### src/rtl/oversampled_soft_uart_core_assert.svh
// ----------------------------------------------------------------------------
// Assertion macros for the oversampled soft UART core
// Implication checks, same cycle and next cycle, disabled during reset.
// ----------------------------------------------------------------------------
`ifndef OVERSAMPLED_SOFT_UART_CORE_ASSERT_SVH
`define OVERSAMPLED_SOFT_UART_CORE_ASSERT_SVH

`ifndef ASSERT_OFF
// Same-cycle implication.
`define OSU_ASSERT_NOW(label, clk, rst, ante, cons, msg) \
  label: assert property (@(posedge clk) disable iff (rst) (ante) |-> (cons)) \
    else $error(msg);
// Next-cycle implication.
`define OSU_ASSERT_NEXT(label, clk, rst, ante, cons, msg) \
  label: assert property (@(posedge clk) disable iff (rst) (ante) |=> (cons)) \
    else $error(msg);
`else
`define OSU_ASSERT_NOW(label, clk, rst, ante, cons, msg)
`define OSU_ASSERT_NEXT(label, clk, rst, ante, cons, msg)
`endif

`endif

### src/rtl/osu_pkg.sv
// ----------------------------------------------------------------------------
// osu_pkg
// Constants, widths and result types of the oversampled soft UART.
// ----------------------------------------------------------------------------
package osu_pkg;

  localparam int TICKS_PER_BIT = 3;   // 3..16
  localparam int DATA_BITS     = 8;   // 5..8
  localparam int BYTE_W        = 8;

  localparam int FIRST_SAMPLE  = TICKS_PER_BIT + TICKS_PER_BIT / 2;
  localparam int FRAME_BITS    = DATA_BITS + 1;   // data bits plus stop slot

  localparam int RX_CNT_W      = $clog2(FIRST_SAMPLE + 1);
  localparam int PHASE_W       = $clog2(TICKS_PER_BIT + 1);
  localparam int BITS_W        = $clog2(FRAME_BITS + 1);

  typedef struct packed {
    logic              full;
    logic [BYTE_W-1:0] data;
  } rx_res_t;

  typedef struct packed {
    logic line;
    logic idle;
    logic accepted;
  } tx_res_t;

  typedef struct packed {
    tx_res_t tx;
    rx_res_t rx;
  } result_t;

endpackage

### src/rtl/osu_if.sv
// ----------------------------------------------------------------------------
// osu_item_if / osu_result_if
// Valid/ready channels for tick items and per-tick results.
// ----------------------------------------------------------------------------
interface osu_item_if;
  logic                       valid;
  logic                       ready;
  logic                       rx_line;
  logic                       send_request;
  logic [osu_pkg::BYTE_W-1:0] send_data;
  logic                       read_ack;

  modport source (output valid, rx_line, send_request, send_data, read_ack, input ready);
  modport sink   (input valid, rx_line, send_request, send_data, read_ack, output ready);
endinterface

interface osu_result_if;
  logic                       valid;
  logic                       ready;
  logic                       tx_line;
  logic                       tx_idle;
  logic                       send_accepted;
  logic                       rx_ready;
  logic [osu_pkg::BYTE_W-1:0] rx_data;

  modport source (output valid, tx_line, tx_idle, send_accepted, rx_ready, rx_data,
                  input ready);
  modport sink   (input valid, tx_line, tx_idle, send_accepted, rx_ready, rx_data,
                  output ready);
endinterface

### src/rtl/osu_rx.sv
// ----------------------------------------------------------------------------
// osu_rx
// Receiver: start detect, mid-bit sampling, byte latch and ready flag.
// ----------------------------------------------------------------------------
`include "oversampled_soft_uart_core_assert.svh"

module osu_rx (
  input  logic             clk,
  input  logic             rst,
  input  logic             step,
  input  logic             rx_line,
  input  logic             read_ack,
  output osu_pkg::rx_res_t res
);

  logic                              busy, busy_next;
  logic [osu_pkg::RX_CNT_W-1:0]      cnt, cnt_next, cnt_dec;
  logic [osu_pkg::BITS_W-1:0]        left, left_next, left_dec;
  logic [osu_pkg::DATA_BITS-1:0]     shift, shift_next;
  logic [osu_pkg::DATA_BITS-1:0]     hold, hold_next;
  logic                              full, full_next;
  logic                              frame_end;

  assign cnt_dec   = cnt - osu_pkg::RX_CNT_W'(1);
  assign left_dec  = left - osu_pkg::BITS_W'(1);
  assign frame_end = busy && (cnt_dec == '0) && (left_dec == '0);

  always_comb begin
    busy_next  = busy;
    cnt_next   = cnt;
    left_next  = left;
    shift_next = shift;
    hold_next  = hold;
    full_next  = full & ~read_ack;   // ack lands before the tick
    if (busy) begin
      cnt_next = cnt_dec;
      if (cnt_dec == '0) begin
        cnt_next  = osu_pkg::RX_CNT_W'(osu_pkg::TICKS_PER_BIT);
        left_next = left_dec;
        if (frame_end) begin
          // stop slot: latch, no framing check
          hold_next = shift;
          busy_next = 1'b0;
          full_next = 1'b1;
        end else begin
          shift_next = {rx_line, shift[osu_pkg::DATA_BITS-1:1]};
        end
      end
    end else if (!rx_line) begin
      busy_next = 1'b1;
      cnt_next  = osu_pkg::RX_CNT_W'(osu_pkg::FIRST_SAMPLE);
      left_next = osu_pkg::BITS_W'(osu_pkg::FRAME_BITS);
    end
  end

  always_ff @(posedge clk) begin
    if (rst) begin
      busy  <= 1'b0;
      cnt   <= '0;
      left  <= '0;
      shift <= '0;
      hold  <= '0;
      full  <= 1'b0;
    end else if (step) begin
      busy  <= busy_next;
      cnt   <= cnt_next;
      left  <= left_next;
      shift <= shift_next;
      hold  <= hold_next;
      full  <= full_next;
    end
  end

  assign res.full = full_next;
  assign res.data = osu_pkg::BYTE_W'(hold_next);

  `OSU_ASSERT_NOW(a_rx_busy_counts, clk, rst, busy, (cnt != '0) && (left != '0), "rx count zero")
  `OSU_ASSERT_NEXT(a_rx_full_on_done, clk, rst, step && frame_end, full && !busy, "rx byte lost")
  `OSU_ASSERT_NOW(a_rx_idle_left, clk, rst, !busy, left == '0, "rx bit count left while idle")

endmodule

### src/rtl/osu_tx.sv
// ----------------------------------------------------------------------------
// osu_tx
// Transmitter: free-running bit phase and start/data/stop sequencing.
// ----------------------------------------------------------------------------
`include "oversampled_soft_uart_core_assert.svh"

module osu_tx (
  input  logic                       clk,
  input  logic                       rst,
  input  logic                       step,
  input  logic                       send_request,
  input  logic [osu_pkg::BYTE_W-1:0] send_data,
  output osu_pkg::tx_res_t           res
);

  logic                          busy, busy_next, busy_a;
  logic                          done, done_next;
  logic [osu_pkg::PHASE_W-1:0]   phase, phase_next, phase_dec;
  logic [osu_pkg::BITS_W-1:0]    left, left_next, left_dec;
  logic [osu_pkg::DATA_BITS-1:0] hold, hold_next;
  logic [osu_pkg::DATA_BITS-1:0] shift, shift_next;
  logic                          level, level_next;
  logic                          accepted;

  assign accepted  = send_request & done;
  assign busy_a    = busy | accepted;
  assign phase_dec = phase - osu_pkg::PHASE_W'(1);
  assign left_dec  = left - osu_pkg::BITS_W'(1);

  always_comb begin
    busy_next  = busy_a;
    done_next  = done & ~accepted;
    hold_next  = accepted ? send_data[osu_pkg::DATA_BITS-1:0] : hold;
    phase_next = phase_dec;
    left_next  = left;
    shift_next = shift;
    level_next = level;
    if (phase_dec == '0) begin
      phase_next = osu_pkg::PHASE_W'(osu_pkg::TICKS_PER_BIT);
      if (busy_a) begin
        if (left == '0) begin
          // start bit
          level_next = 1'b0;
          shift_next = hold_next;
          left_next  = osu_pkg::BITS_W'(osu_pkg::FRAME_BITS);
        end else begin
          shift_next = shift >> 1;
          left_next  = left_dec;
          if (left_dec == '0) begin
            // stop bit, frame done
            level_next = 1'b1;
            busy_next  = 1'b0;
            done_next  = 1'b1;
          end else begin
            level_next = shift[0];
          end
        end
      end
    end
  end

  always_ff @(posedge clk) begin
    if (rst) begin
      busy  <= 1'b0;
      done  <= 1'b1;
      phase <= osu_pkg::PHASE_W'(osu_pkg::TICKS_PER_BIT);
      left  <= '0;
      hold  <= '0;
      shift <= '0;
      level <= 1'b1;
    end else if (step) begin
      busy  <= busy_next;
      done  <= done_next;
      phase <= phase_next;
      left  <= left_next;
      hold  <= hold_next;
      shift <= shift_next;
      level <= level_next;
    end
  end

  assign res.line     = level_next;
  assign res.idle     = done_next;
  assign res.accepted = accepted;

  `OSU_ASSERT_NOW(a_tx_busy_xor_done, clk, rst, 1'b1, busy != done, "tx busy and done disagree")
  `OSU_ASSERT_NOW(a_tx_phase_nonzero, clk, rst, 1'b1, phase != '0, "tx phase reached zero")
  `OSU_ASSERT_NOW(a_tx_idle_level, clk, rst, done, level, "tx line low while done")

endmodule

### src/rtl/osu_out_buf.sv
// ----------------------------------------------------------------------------
// osu_out_buf
// Result register plus skid stage; the tick stalls only once the skid is full.
// ----------------------------------------------------------------------------
`include "oversampled_soft_uart_core_assert.svh"

module osu_out_buf (
  input  logic                 clk,
  input  logic                 rst,
  input  logic                 in_valid,
  output logic                 in_ready,
  input  osu_pkg::result_t     in_data,
  osu_result_if.source         result
);

  logic             out_valid;
  osu_pkg::result_t out_data;
  logic             skid_valid;
  osu_pkg::result_t skid_data;
  logic             in_fire;
  logic             out_stall;

  assign in_ready  = ~skid_valid;
  assign in_fire   = in_valid & in_ready;
  assign out_stall = out_valid & ~result.ready;

  always_ff @(posedge clk) begin
    if (rst) begin
      out_valid  <= 1'b0;
      skid_valid <= 1'b0;
    end else if (!out_stall) begin
      if (skid_valid) begin
        out_valid  <= 1'b1;
        skid_valid <= 1'b0;
      end else begin
        out_valid  <= in_fire;
      end
    end else if (in_fire) begin
      skid_valid <= 1'b1;
    end
  end

  always_ff @(posedge clk) begin
    if (!out_stall) begin
      out_data <= skid_valid ? skid_data : in_data;
    end else if (in_fire) begin
      skid_data <= in_data;
    end
  end

  assign result.valid         = out_valid;
  assign result.tx_line       = out_data.tx.line;
  assign result.tx_idle       = out_data.tx.idle;
  assign result.send_accepted = out_data.tx.accepted;
  assign result.rx_ready      = out_data.rx.full;
  assign result.rx_data       = out_data.rx.data;

  `OSU_ASSERT_NOW(a_skid_implies_out, clk, rst, skid_valid, out_valid, "skid full with empty output")
  `OSU_ASSERT_NEXT(a_stall_fills_skid, clk, rst, out_stall && in_fire, skid_valid, "transfer lost")
  `OSU_ASSERT_NEXT(a_out_hold, clk, rst, out_stall, out_valid, "stalled output dropped")

endmodule

### src/rtl/oversampled_soft_uart_core.sv
// ----------------------------------------------------------------------------
// oversampled_soft_uart_core
// 8N1 UART transmitter and receiver stepped by one oversampling tick per item.
// ----------------------------------------------------------------------------
// A tick's result is registered, or held in the skid while the output stalls.
// Throughput: one tick per cycle while the skid is empty; the single-pass
//   next-state logic in osu_rx and osu_tx is the only path, and the skid
//   stage takes a result in a stall (input ready drops only while it is full).
// Reset (rst, synchronous): receiver idle and empty, transmitter done with the
//   line high, bit phase at TICKS_PER_BIT, result buffer empty.

module oversampled_soft_uart_core (
  input  logic         clk,
  input  logic         rst,
  osu_item_if.sink     item,
  osu_result_if.source result
);

  // A tick advances the state only when its transfer is taken, so the
  // result buffer's readiness gates everything.
  logic             buf_ready;
  logic             step;
  osu_pkg::rx_res_t rx_res;
  osu_pkg::tx_res_t tx_res;
  osu_pkg::result_t res;

  assign item.ready = buf_ready;
  assign step       = item.valid & buf_ready;

  // Receiver: ack is applied ahead of the tick inside the unit.
  osu_rx u_rx (
    .clk      (clk),
    .rst      (rst),
    .step     (step),
    .rx_line  (item.rx_line),
    .read_ack (item.read_ack),
    .res      (rx_res)
  );

  // Transmitter: send request is taken only while the previous frame is done.
  osu_tx u_tx (
    .clk          (clk),
    .rst          (rst),
    .step         (step),
    .send_request (item.send_request),
    .send_data    (item.send_data),
    .res          (tx_res)
  );

  // Post-tick values of both units form the result of this transfer.
  assign res.tx = tx_res;
  assign res.rx = rx_res;

  osu_out_buf u_out_buf (
    .clk      (clk),
    .rst      (rst),
    .in_valid (item.valid),
    .in_ready (buf_ready),
    .in_data  (res),
    .result   (result)
  );

endmodule
### src/flat_wrapper.sv
// flat-port wrapper written by rule: the top's interface ports become plain ports
module oversampled_soft_uart_core_flat 
  (clk, rst, item_valid, item_rx_line, item_send_request, item_send_data, item_read_ack, item_ready, result_valid, result_tx_line, result_tx_idle, result_send_accepted, result_rx_ready, result_rx_data, result_ready);
  osu_item_if item_i ();
  osu_result_if result_i ();
  input  logic clk;
  input  logic rst;
  input wire logic [$bits(item_i.valid)-1:0] item_valid;
  input wire logic [$bits(item_i.rx_line)-1:0] item_rx_line;
  input wire logic [$bits(item_i.send_request)-1:0] item_send_request;
  input wire logic [$bits(item_i.send_data)-1:0] item_send_data;
  input wire logic [$bits(item_i.read_ack)-1:0] item_read_ack;
  output wire logic [$bits(item_i.ready)-1:0] item_ready;
  output wire logic [$bits(result_i.valid)-1:0] result_valid;
  output wire logic [$bits(result_i.tx_line)-1:0] result_tx_line;
  output wire logic [$bits(result_i.tx_idle)-1:0] result_tx_idle;
  output wire logic [$bits(result_i.send_accepted)-1:0] result_send_accepted;
  output wire logic [$bits(result_i.rx_ready)-1:0] result_rx_ready;
  output wire logic [$bits(result_i.rx_data)-1:0] result_rx_data;
  input wire logic [$bits(result_i.ready)-1:0] result_ready;
  assign item_i.valid = item_valid;
  assign item_i.rx_line = item_rx_line;
  assign item_i.send_request = item_send_request;
  assign item_i.send_data = item_send_data;
  assign item_i.read_ack = item_read_ack;
  assign item_ready = item_i.ready;
  assign result_valid = result_i.valid;
  assign result_tx_line = result_i.tx_line;
  assign result_tx_idle = result_i.tx_idle;
  assign result_send_accepted = result_i.send_accepted;
  assign result_rx_ready = result_i.rx_ready;
  assign result_rx_data = result_i.rx_data;
  assign result_i.ready = result_ready;
  oversampled_soft_uart_core u_core (.clk(clk), .rst(rst), .item(item_i), .result(result_i));
endmodule
### config.mk
export PLATFORM = sky130hd
export DESIGN_NAME = oversampled_soft_uart_core_flat
export DESIGN_NICKNAME = d
export VERILOG_FILES = /design/src/rtl/osu_pkg.sv /design/src/rtl/osu_if.sv /design/src/rtl/osu_rx.sv /design/src/rtl/osu_tx.sv /design/src/rtl/osu_out_buf.sv /design/src/rtl/oversampled_soft_uart_core.sv /design/src/flat_wrapper.sv
export VERILOG_INCLUDE_DIRS = /design/src /design/src/rtl
export SDC_FILE = /design/constraint.sdc
export NUM_CORES = 1
export LEC_CHECK = 0
export BUFFER_PORTS_ARGS = -buffer_cell sky130_fd_sc_hd__buf_2
export CELL_PAD_IN_SITES_DETAIL_PLACEMENT = 0
export CELL_PAD_IN_SITES_GLOBAL_PLACEMENT = 2
export CORE_MARGIN = 2
export CORE_UTILIZATION = 42
export DETAILED_ROUTE_END_ITERATION = 8
export PLACE_DENSITY_LB_ADDON = 0.25
export SYNTH_ARGS = -nofsm -noshare
export SYNTH_HDL_FRONTEND = slang
export SYNTH_HIERARCHICAL = 1
export SYNTH_SLANG_ARGS = --single-unit
### constraint.sdc
create_clock -name clk -period 7.2 [get_ports clk]
set_clock_uncertainty 0.1 [all_clocks]
set_input_delay 0.36 -clock clk [delete_from_list [all_inputs] [get_ports clk]]
set_output_delay 0.36 -clock clk [all_outputs]
set_load 0.01 [all_outputs]
### Word level (Yosys, flattened, before mapping)

Index checks and enable logic that the tools add are counted.

* RAM bits: 0
* memory bits (read-only): 0
* output and inout port bits: 14
* word-level logic and storage cells: 90
* input bits: 15
* memories: 0
* bits in registers: 76
* latch bits: 0

* shift operators: 0
* divide/modulo/power cells: 0
* mux-type cells: 34
* $mul: 0
* add/sub/neg operators: 4
* bitwise logic cells: 12
* reduce and logical (&&, ||, !) cells: 13
* eq/ne operators: 2
* magnitude comparators: 0

Operator list (number)
* $mux 8: 5
* $mux 1: 20
* $mux 4: 4
* $logic_not 4->1: 3
* $mux 12: 1
* $mux 3: 3
* $sub 4x1->4 const B: 2
* $not 1->1: 6
* $reduce_and 3->1: 2
* $and 1x1->1: 5
* $ne 2x1->1 const B: 2
* $reduce_and 2->1: 2
* $reduce_and 4->1: 1
* $logic_not 3->1: 1
* $sub 3x1->3 const B: 1
* $logic_and 1x1->1: 2
* $logic_not 2->1: 1
* $mux 2: 1
* $reduce_or 2->1: 1
* $sub 2x1->2 const B: 1
* $or 1x1->1: 1

### Longest topological paths before layout

Gate-level depths: netlist of the first run.

* depth in word-level cells: 8
* gate-level depth with buffers: 10
* depth with buffers taken out: 8

### Hierarchy

Netlist of the first run, hierarchy kept.

By module, submodules not included
* osu_tx: seq. area each 500.5 sq um, area each 1320.0 sq um, cells each 145, times used 1
* osu_rx: seq. area each 500.5 sq um, area each 1300.0 sq um, cells each 144, times used 1
* osu_out_buf: seq. area each 760.7 sq um, area each 984.7 sq um, cells each 46, times used 1
* oversampled_soft_uart_core: seq. area each 0.0 sq um, area each 6.3 sq um, cells each 1, times used 1

### Worst setup path before layout of the first run

No wires, ideal clock.

* kind: register to register
* start point: register u_core/u_rx/left[0] (netlist bit)
* end point: register u_core.u_out_buf.out_data (netlist bit u_core/u_out_buf/result.rx_data[5]) (data pin)
* arrival: 2.147 ns
* data required time: 6.840 ns
* stages on the path, launching flop included: 9
* setup time: 0.260 ns
* setup slack: 4.693 ns
* period minus slack after synthesis: 2.507 ns
* path buffers: 0
* cell sequence: dfxtp_1 -> inv_1 -> ha_1 -> or2_2 -> o21ai_2 -> a21oi_4 -> nor2_8 -> mux2_2 -> mux2_4

RTL lines
* start: declaration: line osu_rx.sv:18 `logic [osu_pkg::BITS_W-1:0] left, left_next, left_dec;`
* start signal: assignment: line osu_rx.sv:67 `left <= left_next;`
* end signal: assignment: line osu_out_buf.sv:45 `out_data <= skid_valid ? skid_data : in_data;`
* end: declaration: line osu_out_buf.sv:17 `osu_pkg::result_t out_data;`

### Worst setup path after layout of the first run

* start point: register u_core.u_out_buf.skid_valid
* end point: register u_core/u_rx/shift[6] (netlist bit)

* longest elaborated chain between the ends: 3

Ends and longest elaborated chain
* start: declaration: line osu_out_buf.sv:18 `logic skid_valid;`
* start signal: assignment: line osu_out_buf.sv:30 `skid_valid <= 1'b0;`
* start signal: assignment: line osu_out_buf.sv:34 `skid_valid <= 1'b0;`
* start signal: assignment: line osu_out_buf.sv:39 `skid_valid <= 1'b1;`
* $not 1->1: line osu_out_buf.sv:23 `assign in_ready = ~skid_valid;`
* $and 1x1->1: line oversampled_soft_uart_core.sv:28 `assign step = item.valid & buf_ready;`
* named net u_core.step: line oversampled_soft_uart_core.sv:22 `logic step;`
* $reduce_and 4->1 (no source line)
* end signal: assignment: line osu_rx.sv:68 `shift <= shift_next;`
* end: declaration: line osu_rx.sv:19 `logic [osu_pkg::DATA_BITS-1:0] shift, shift_next;`

The timed path passes the listed nets, and every way through them passes these cells.
A chain may end at the register's enable or synchronous reset.

==> metrics.txt, run 1 <==
I/O pin cnt 29; crit share post-route 0.3970; Final Util 0.4814; Post-CTS Hold Buffers 0; total grt overflow 0; worst rel slew slack 0.2837; Skew-Pair Late Insertion Delay 340 ps; global-route wire length before repair around 12000 microns; multi-input combinational cell area 1655 sq um; Post-CTS Setup Bufs 0; TritonCTS Buffers 9; Seq/Total Area, Yosys 0.4879; Sinks on Clock Net 76; dpl cells 446; pwr dens around 220 nW/um^2; dpl hpwl 4469 microns; Final nets about 370; Req. time, crit path ~7300 ps; DRT antenna net count 0; Setup Total Neg Slack 0 ps; Initial Utilization 0.4373; die area around 9400 sq um; Slew @ Worst Pin between 1000 and 1500 ps; post-synthesis average cell area roughly 11 sq um; Root Driver clkbuf_8; cell count of the worst hold path 3; n_diodes 0; outcome finished clean; CP Capture Type flip-flop; # port buffers 28; class of the worst hold path primary input to flip-flop; Mapped Nets 355; CTS clk-pin slew, worst paths 80 ps; number of global-route vias before repair about 2300; leakage about 1.5 nW; WS Path Type flip-flop to flip-flop; total wire length ~7000 microns; Netlist Area Pre-Place 3611 sq um; Post-synth EDFFs 24; peak supply drop between 0.0001 and 0.00015 V; drt drc 0; Finish-stage setup viols 0; vias per std cell 5.387; Via Count approximately 2500; Synth Register Bits 76; initial DRC count 124; distinct cell type count after synthesis between 50 and 60; Avg WL per Cell approximately 15 microns; post-CTS resize count 0; gr usage total 0.1538; worst r2r path cells 6; CTS tree built; die width approximately 97 microns; H-tree depth 3; layout cell share with drive strength beyond 1 0.2241; initial antenna violation count 0; max-slew violation count 0; Core ar. approximately 8300 sq um; fmax roughly 350 MHz; # rows 33; Post-Synthesis Cells approximately 340; register area about 1800 sq um; ys async rst share 0; largest net degree at the start of global routing 55; Final GP Congestion just over 0.7; Pre-Repair DR Iteration Count 4; CP arrival 2970 ps; RSZ-0062 raised after global routing false; endpoints failing hold 0; filler cell count around 800; predominant post-synthesis flop cell dfxtp_1; clk buf depth 2; Layout area overhead 10.08%; Die Ht approximately 97 microns; power consumption ~0.89 mW; fin crit period 2859 ps; YS warnings 6; Worst Path Max Fanout 21; crit start category flip-flop; maxcap violations 0; post-route insts no fill about 460
==> placed cells by master (no fill, tap or decap), drive strengths merged, types with 4 or more instances in the layout <==
cell type   n
ha          4
nor2b      11
clkbuf      9
buf        30
inv        14
mux2       20
o311ai      7
a211oi      5
nand3      13
edfxtp     24
nand2      12
o21ai      23
nand4       9
mux2i      23
nor2       32
dfxtp      52
a21oi      28
==> report_power, final <==
part           switching [mW]  internal (mW)
combinational          0.0434         0.0263
clock                   0.164          0.197
sequential            0.00901          0.453
==> kinds of logic (layout without fill, tap and decap cells) <==
group / count (synthesis) / count (layout) / synth area share
buffers and inverters: 38 / 59 / 0.05371
XOR/XNOR: 1 / 1 / 0.007624
AO/OA/AOI/OAI: 77 / 77 / 0.1521
adder cells (fa/ha/maj): 4 / 4 / 0.01386
flip-flops: 76 / 76 / 0.4879
AND/OR/NAND/NOR: 97 / 97 / 0.1514
multiplexers: 43 / 43 / 0.1334
==> cell type report <==
class	count	share of cell area
inverter	13	0.01228
clock buffer	9	0.03116
sequential	76	0.4432
timing repair buffer	30	0.03903
tap	105	0.03305
multi-input combinational	222	0.4164
clock inverter	7	0.02487
==> stage by stage <==
step / worst slack (ps) / hold WS (ps) / instance area (sq um)
after global placement: 4381 / 345.8 / 3752
after detailed placement: 4349 / 354.6 / 3752
after floorplan: 4693 / 329.1 / 3611
after CTS: 4340 / 144.2 / 3975
after global routing: 4103 / 182.6 / 3975
final: 4342 / 165.1 / 3975
==> layer usage <==
layer / up-vias / global-route usage / wire length (microns)
met2: 40 / 0.2196 / 3015
met4: 0 / 0.05200 / 71
met1: 1191 / 0.2307 / 3657
met3: 6 / 0.03251 / 229
met5: - / 0 / 0
li1: 1252 / - / -
==> worst paths after layout <==
kind | endpoint | start | slack, ps
max reg2reg | u_core/u_rx/shift[6] | u_core/u_out_buf/skid_valid | 4340
min | u_core/u_tx/hold[6] | item_send_data[6] | 170
min reg2reg | u_core/u_rx/full | u_core/u_rx/full | 360
max | u_core/u_rx/shift[6] | u_core/u_out_buf/skid_valid | 4340
==> flip-flops by register name, summed over array words and instances (netlist names), 2 cells and up <==
| register | flops |
|---|---|
| u_core/u_tx/shift | 8 |
| u_core/u_tx/hold | 8 |
| u_core/u_rx/shift | 8 |
| u_core/u_rx/left | 4 |
| u_core/u_tx/phase | 2 |
| u_core/u_rx/cnt | 3 |
| u_core/u_tx/left | 4 |
| u_core/u_out_buf/result.rx_data | 8 |
| u_core/u_rx/hold | 8 |
| u_core/u_out_buf/skid_data | 12 |
==> critical path, cell delays in order (launching register included) <==
cell and delay (ps):
dfxtp_1 560, inv_1 150, and2_1 610, nand4_4 370, a211oi_4 630, mux2i_1 270
nor2_1 50
==> Yosys cell counts, drive strengths merged, types with 3 or more instances <==
| library cell | instances | area, sq um |
|---|---|---|
| dfxtp | 52 | 1041 |
| nor2 | 32 | 136.4 |
| a21oi | 28 | 151.4 |
| edfxtp | 24 | 720.7 |
| mux2i | 23 | 230.2 |
| o21ai | 23 | 118.9 |
| mux2 | 20 | 251.5 |
| buf | 13 | 100.1 |
| inv | 13 | 48.80 |
| nand3 | 13 | 65.06 |
| clkbuf | 12 | 45.04 |
| nand2 | 12 | 45.04 |
| nor2b | 11 | 68.82 |
| nand4 | 9 | 71.32 |
| o311ai | 7 | 113.9 |
| a211oi | 5 | 50.05 |
| ha | 4 | 50.05 |
| nor3 | 3 | 26.28 |
| or2 | 3 | 18.77 |
(Power assumes the default switching activity.)
==> run 2: changes to the inputs <==
--- a/config.mk
+++ b/config.mk
@@ -10,7 +10,7 @@
 export CELL_PAD_IN_SITES_DETAIL_PLACEMENT = 0
 export CELL_PAD_IN_SITES_GLOBAL_PLACEMENT = 2
 export CORE_MARGIN = 2
-export CORE_UTILIZATION = 42
+export CORE_UTILIZATION = 39
 export DETAILED_ROUTE_END_ITERATION = 8
 export PLACE_DENSITY_LB_ADDON = 0.25
 export SYNTH_ARGS = -nofsm -noshare
==> constraint.sdc (replaced) <==
create_clock -name clk -period 2.78 [get_ports clk]
set_clock_uncertainty 0.1 [all_clocks]
set_input_delay 0.139 -clock clk [delete_from_list [all_inputs] [get_ports clk]]
set_output_delay 0.139 -clock clk [all_outputs]
set_load 0.01 [all_outputs]
==> run 2 against run 1 <==
Effect of this change: maximum frequency rose by 14%; routed wire length rose by 6.1%; register-to-register slack got worse by 4100 ps; via count rose by 1.2%; first-iteration DRC count fell by 48%; sequential share of layout area fell by 1.3 points.
==> metrics.txt, run 2 (synthesis results as in run 1) <==
outcome finished clean; class of the worst hold path primary input to flip-flop; max-slew violation count 0; Post-CTS Setup Bufs 0; max FFs per register 12; die width 100.2 microns; Core ar. 9109 sq um; global-route wire length before repair between 10000 and 15000 microns; fmax approximately 400 MHz; total wire length approximately 7400 microns; crit path buf inv count 1; crit share post-route 0.9022; DRT antenna net count 0; dpl hpwl 4909 microns; Req. time, crit path 2780 ps; initial antenna violation count 0; endpoints failing hold 0; post-CTS resize count 0; gr usage total 0.1583; Setup Total Neg Slack 0 ps; initial DRC count 65; n_diodes 0; pwr dens 532.3 nW/um^2; H-tree depth 3; Slew @ Worst Pin approximately 760 ps; Largest Register u_core/u_out_buf/skid_data; vias per std cell 5.196; slowest stage delay, CP approximately 410 ps; Die Ht 100.2 microns; Final GP Congestion 0.7443; # rows 35; number of global-route vias before repair about 2500; Avg WL per Cell about 15 microns; layout cell share with drive strength beyond 1 0.2326; commonest non-fill, non-tap cell in the layout dfxtp_1; CP Capture Type flip-flop; Final nets about 390; maxcap violations 0; Finish-stage setup viols 0; Top delay family on crit path multiplexers; largest net degree at the start of global routing 31; drt drc 0; peak supply drop between 0.0002 and 0.00025 V; Skew-Pair Late Insertion Delay between 300 and 400 ps; worst rel slew slack 0.4965; fin crit period 2508 ps; Root Driver clkbuf_8; RSZ-0062 raised after global routing false; power consumption between 2 and 2.5 mW; CP arrival about 2500 ps; Layout area overhead 13.44%; die area roughly 10000 sq um; Final Util 0.4497; clk buf depth 2; leakage roughly 1.6 nW; CTS tree built; slowest stage cell on the critical path dfxtp_1; crit start category flip-flop; I/O pin cnt 29; Initial Utilization 0.3964; # port buffers 28; Worst Path Max Fanout 8; Sinks on Clock Net 76; placed cell areas between 3000 and 4000 sq um; TritonCTS Buffers 9; most frequent cells in the layout 52 x dfxtp_1, 31 x nor2_1, 28 x buf_2, 27 x a21oi_1, 24 x edfxtp_1; total grt overflow 0; Via Count about 2500; CTS clk-pin slew, worst paths 90 ps; WS Path Type flip-flop to flip-flop; CP cell instances inv_1 -> ha_1 -> or2_2 -> o21ai_2 -> a21oi_4 -> nor2_8 -> mux2_1 -> mux2_4; Final Instance Area between 4000 and 5000 sq um; Pre-Repair DR Iteration Count 4
run 2: worst paths after layout:
check	endpoint	from	slack (ps)	depth (start not counted)
max reg2reg	u_core/u_out_buf/result.rx_data[7]	u_core/u_rx/left[0]	270	8
min reg2reg	u_core/u_rx/full	u_core/u_rx/full	360	2
min	u_core/u_tx/done	item_send_request	50	4
max	u_core/u_out_buf/result.rx_data[7]	u_core/u_rx/left[0]	270	8
run 2: through the flow:
step	hold WS, ps	std cells	setup WS, ps
finish	46.56	485	271.8
floorplan	108.1	336	272.9
global route	64.52	485	149.9
detailed placement	294.2	459	265.6
global placement	285.2	459	295.4
CTS	31.99	485	261.9
run 2: area by class of cell:
class | count | area (sq um)
clock buffer | 9 | 123.9
clock inverter | 7 | 60.06
fill | 873 | 5012
inverter | 13 | 48.80
multi-input combinational | 222 | 1655
sequential | 76 | 1762
tap | 111 | 138.9
timing repair buffer | 47 | 307.8
run 2: timing repair:
item / 4_1_cts / 5_1_grt
setup endpoints to repair: 0 / 0
hold buffers: 10 / 0
endpoints found under the hold margin: 11 / 0
run 2: worst reg2reg max path, delay by kind of cell, from the launching register on:
| family | cells | cell delay (ps) |
|---|---|---|
| buf+inv | 1 | 70 |
| flops | 1 | 410 |
| mux | 2 | 630 |
| fa+ha+maj | 1 | 200 |
| compound gates | 2 | 370 |
| simple gates | 2 | 480 |
run 2: power by group:
group          internal, mW  switching [mW]  total (mW)
sequential             1.17          0.0220        1.20
combinational        0.0829           0.118       0.201
clock                 0.338           0.445       0.783
total                  1.60           0.586        2.18
run 2: per-layer routing:
metal | wire, microns | GRT usage | up-vias
met5 | 0 | 0 | -
met4 | 77 | 0.04426 | 0
met3 | 151 | 0.04039 | 4
met2 | 3682 | 0.2772 | 29
met1 | 3488 | 0.1926 | 1204
li1 | - | - | 1283
==> run 3: changes to the inputs <==
--- a/config.mk
+++ b/config.mk
@@ -9,6 +9,7 @@
 export BUFFER_PORTS_ARGS = -buffer_cell sky130_fd_sc_hd__buf_2
 export CELL_PAD_IN_SITES_DETAIL_PLACEMENT = 0
 export CELL_PAD_IN_SITES_GLOBAL_PLACEMENT = 2
+export CORE_ASPECT_RATIO = 0.7
 export CORE_MARGIN = 2
 export CORE_UTILIZATION = 39
 export DETAILED_ROUTE_END_ITERATION = 8
==> run 3 against run 2 <==
Effect of this change: die area increased by 0.12%; largest cell class unchanged; cell count increased by 2.5%; combinational power about the same; maximum frequency decreased by 2.8%; non-clock buffer count decreased by 1; sequential cell count unchanged; critical path depth unchanged.
==> metrics.txt, run 3 (synthesis results as in run 1) <==
outcome finished clean; Seq pwr share 0.448; n_diodes 0; DRT antenna net count 0; Clock Power Share 0.476; vias per std cell between 5 and 6; number of global-route vias before repair between 2000 and 2500; Pre-Repair DR Iteration Count 5; die width roughly 120 microns; Root Driver clkbuf_16; CP Capture Type flip-flop; Layout area overhead 17.53%; largest net degree at the start of global routing 54; drt drc 0; maxcap violations 0; RSZ-0062 raised after global routing false; peak supply drop 0.0003241 V; worst rel slew slack 0.4729; Worst Path Max Fanout 8; class of the worst hold path primary input to flip-flop; Core ar. 9035 sq um; initial antenna violation count 0; Sinks on Clock Net 76; pwr dens 629.8 nW/um^2; # rows 29; fin crit period 2579 ps; Pint between 2 and 2.5 mW; TritonCTS Buffers 9; crit start category flip-flop; dpl hpwl a little under 5000 microns; multi-input combinational cell area 1660 sq um; Die Ht roughly 85 microns; total grt overflow 0; H-tree depth 3; WS Path Type flip-flop to flip-flop; filler cell count 848; placed cell areas ~3800 sq um; clk buf depth 2; Final Instance Area roughly 4200 sq um; post-CTS resize count 0; CP arrival between 2000 and 3000 ps; global-route wire length before repair about 13000 microns; gr usage total 0.1615; # port buffers 28; switching power ~0.62 mW; slowest stage delay, CP 410 ps; die area between 10000 and 15000 sq um; Post-CTS Setup Bufs 0; Skew-Pair Late Insertion Delay between 300 and 400 ps; slowest stage cell on the critical path dfxtp_1; max-slew violation count 0; fmax a little under 400 MHz; commonest non-fill, non-tap cell in the layout dfxtp_1; Final GP Congestion a little over 0.7; Req. time, crit path roughly 2800 ps; Finish-stage setup viols 0; Initial Utilization 0.3997; total wire length ~7600 microns; CTS clk-pin slew, worst paths around 60 ps; Final nets slightly below 400; Setup Total Neg Slack 0 ps; most frequent cells in the layout 52 x dfxtp_1, 31 x nor2_1, 28 x buf_2, 27 x a21oi_1, 24 x edfxtp_1; logic gate share of total power 0.076; layout cell share with drive strength beyond 1 0.2386; I/O pin cnt 29; register area approximately 1800 sq um; CTS tree built; Avg WL per Cell between 15 and 20 microns; max FFs per register 12; initial DRC count around 130; Top delay family on crit path multiplexers; CP cell instances inv_1 -> ha_1 -> or2_2 -> o21ai_2 -> a21oi_4 -> nor2_8 -> mux2_1 -> mux2_4; leakage between 1.5 and 2 nW; endpoints failing hold 0; Slew @ Worst Pin 790.7 ps; Via Count between 2000 and 3000; crit share post-route 0.9278; crit path buf inv count 1; Largest Register u_core/u_out_buf/skid_data; Net Sw Frac 0.2335
[run 3: changes by cell type in the layout (fill, tap and decap cells not counted)]
cell / before / now
clkbuf_16: 0 / 9
clkinv_2: 0 / 1
clkbuf_8: 9 / 0
dlygate4sd3_1: 10 / 8
buf_4: 9 / 10
clkinvlp_4: 3 / 2
inv_8: 1 / 0
clkinv_4: 1 / 0
nor3b_1: 2 / 1
nor3b_2: 0 / 1
bufinv_16: 0 / 2
[run 3: final timing paths]
| kind | startpoint | endpoint | slack, ps | cells after the start |
|---|---|---|---|---|
| worst max register to register | u_core/u_rx/left[0] | u_core/u_out_buf/result.rx_data[3] | 200 | 8 |
| worst max-delay path | u_core/u_rx/left[0] | u_core/u_out_buf/result.rx_data[3] | 200 | 8 |
| worst min-delay path | item_valid | u_core/u_out_buf/result.valid | 30 | 3 |
| worst min register to register | u_core/u_rx/full | u_core/u_rx/full | 370 | 2 |
[run 3: timing repair]
item,4_1_cts,5_1_grt
hold endpoints to repair,8,0
endpoints found under the setup margin,0,0
hold buffers,8,0
[run 3: metrics by stage]
step | utilization | hold slack (ps) | std cells | total power, mW | setup slack [ps]
after floorplan | - | 108.1 | 336 | 1.360 | 272.9
after global placement | 0.4251 | 285.0 | 473 | 1.417 | 289.7
after detailed placement | 0.4251 | 293.1 | 473 | 1.417 | 227.5
after CTS | 0.4697 | 20.51 | 497 | 2.709 | 208.6
after global routing | 0.4697 | 34.69 | 497 | 2.779 | 115.5
final | 0.4697 | 27.63 | 497 | 2.673 | 200.8
[run 3: worst register-to-register path, cell delays in order, from the launching register on]
cell     delay, ps
dfxtp_1        410
inv_1           60
ha_1           200
or2_2          280
o21ai_2        270
a21oi_4        130
nor2_8         210
mux2_1         380
mux2_4         290
[run 3: power groups by stage]
stage	Sequential [mW]	Clock [mW]	Combinational, mW
3_5_place_dp	1.22	0	0.195
3_3_place_gp	1.22	0	0.195
4_1_cts	1.20	1.31	0.204
5_1_grt	1.20	1.35	0.223
2_1_floorplan	1.22	0	0.138
6_report	1.20	1.27	0.203
[run 3: area by class of cell]
| type | count | share of cell area |
|---|---|---|
| clock buffers | 9 | 0.05307 |
| repair buffers | 46 | 0.06958 |
| clock inverters | 7 | 0.02300 |
| inverters | 13 | 0.01150 |
| well taps | 124 | 0.03656 |
| flip-flops and latches | 76 | 0.4151 |
| multi-input cells | 222 | 0.3912 |
[run 3: metal layers]
metal | GRT usage | vias up | routed length, microns
li1 | - | 1286 | -
met1 | 0.2520 | 1207 | 4191
met2 | 0.2074 | 55 | 2953
met3 | 0.04212 | 12 | 333
met4 | 0.06169 | 0 | 116
met5 | 0 | - | 0
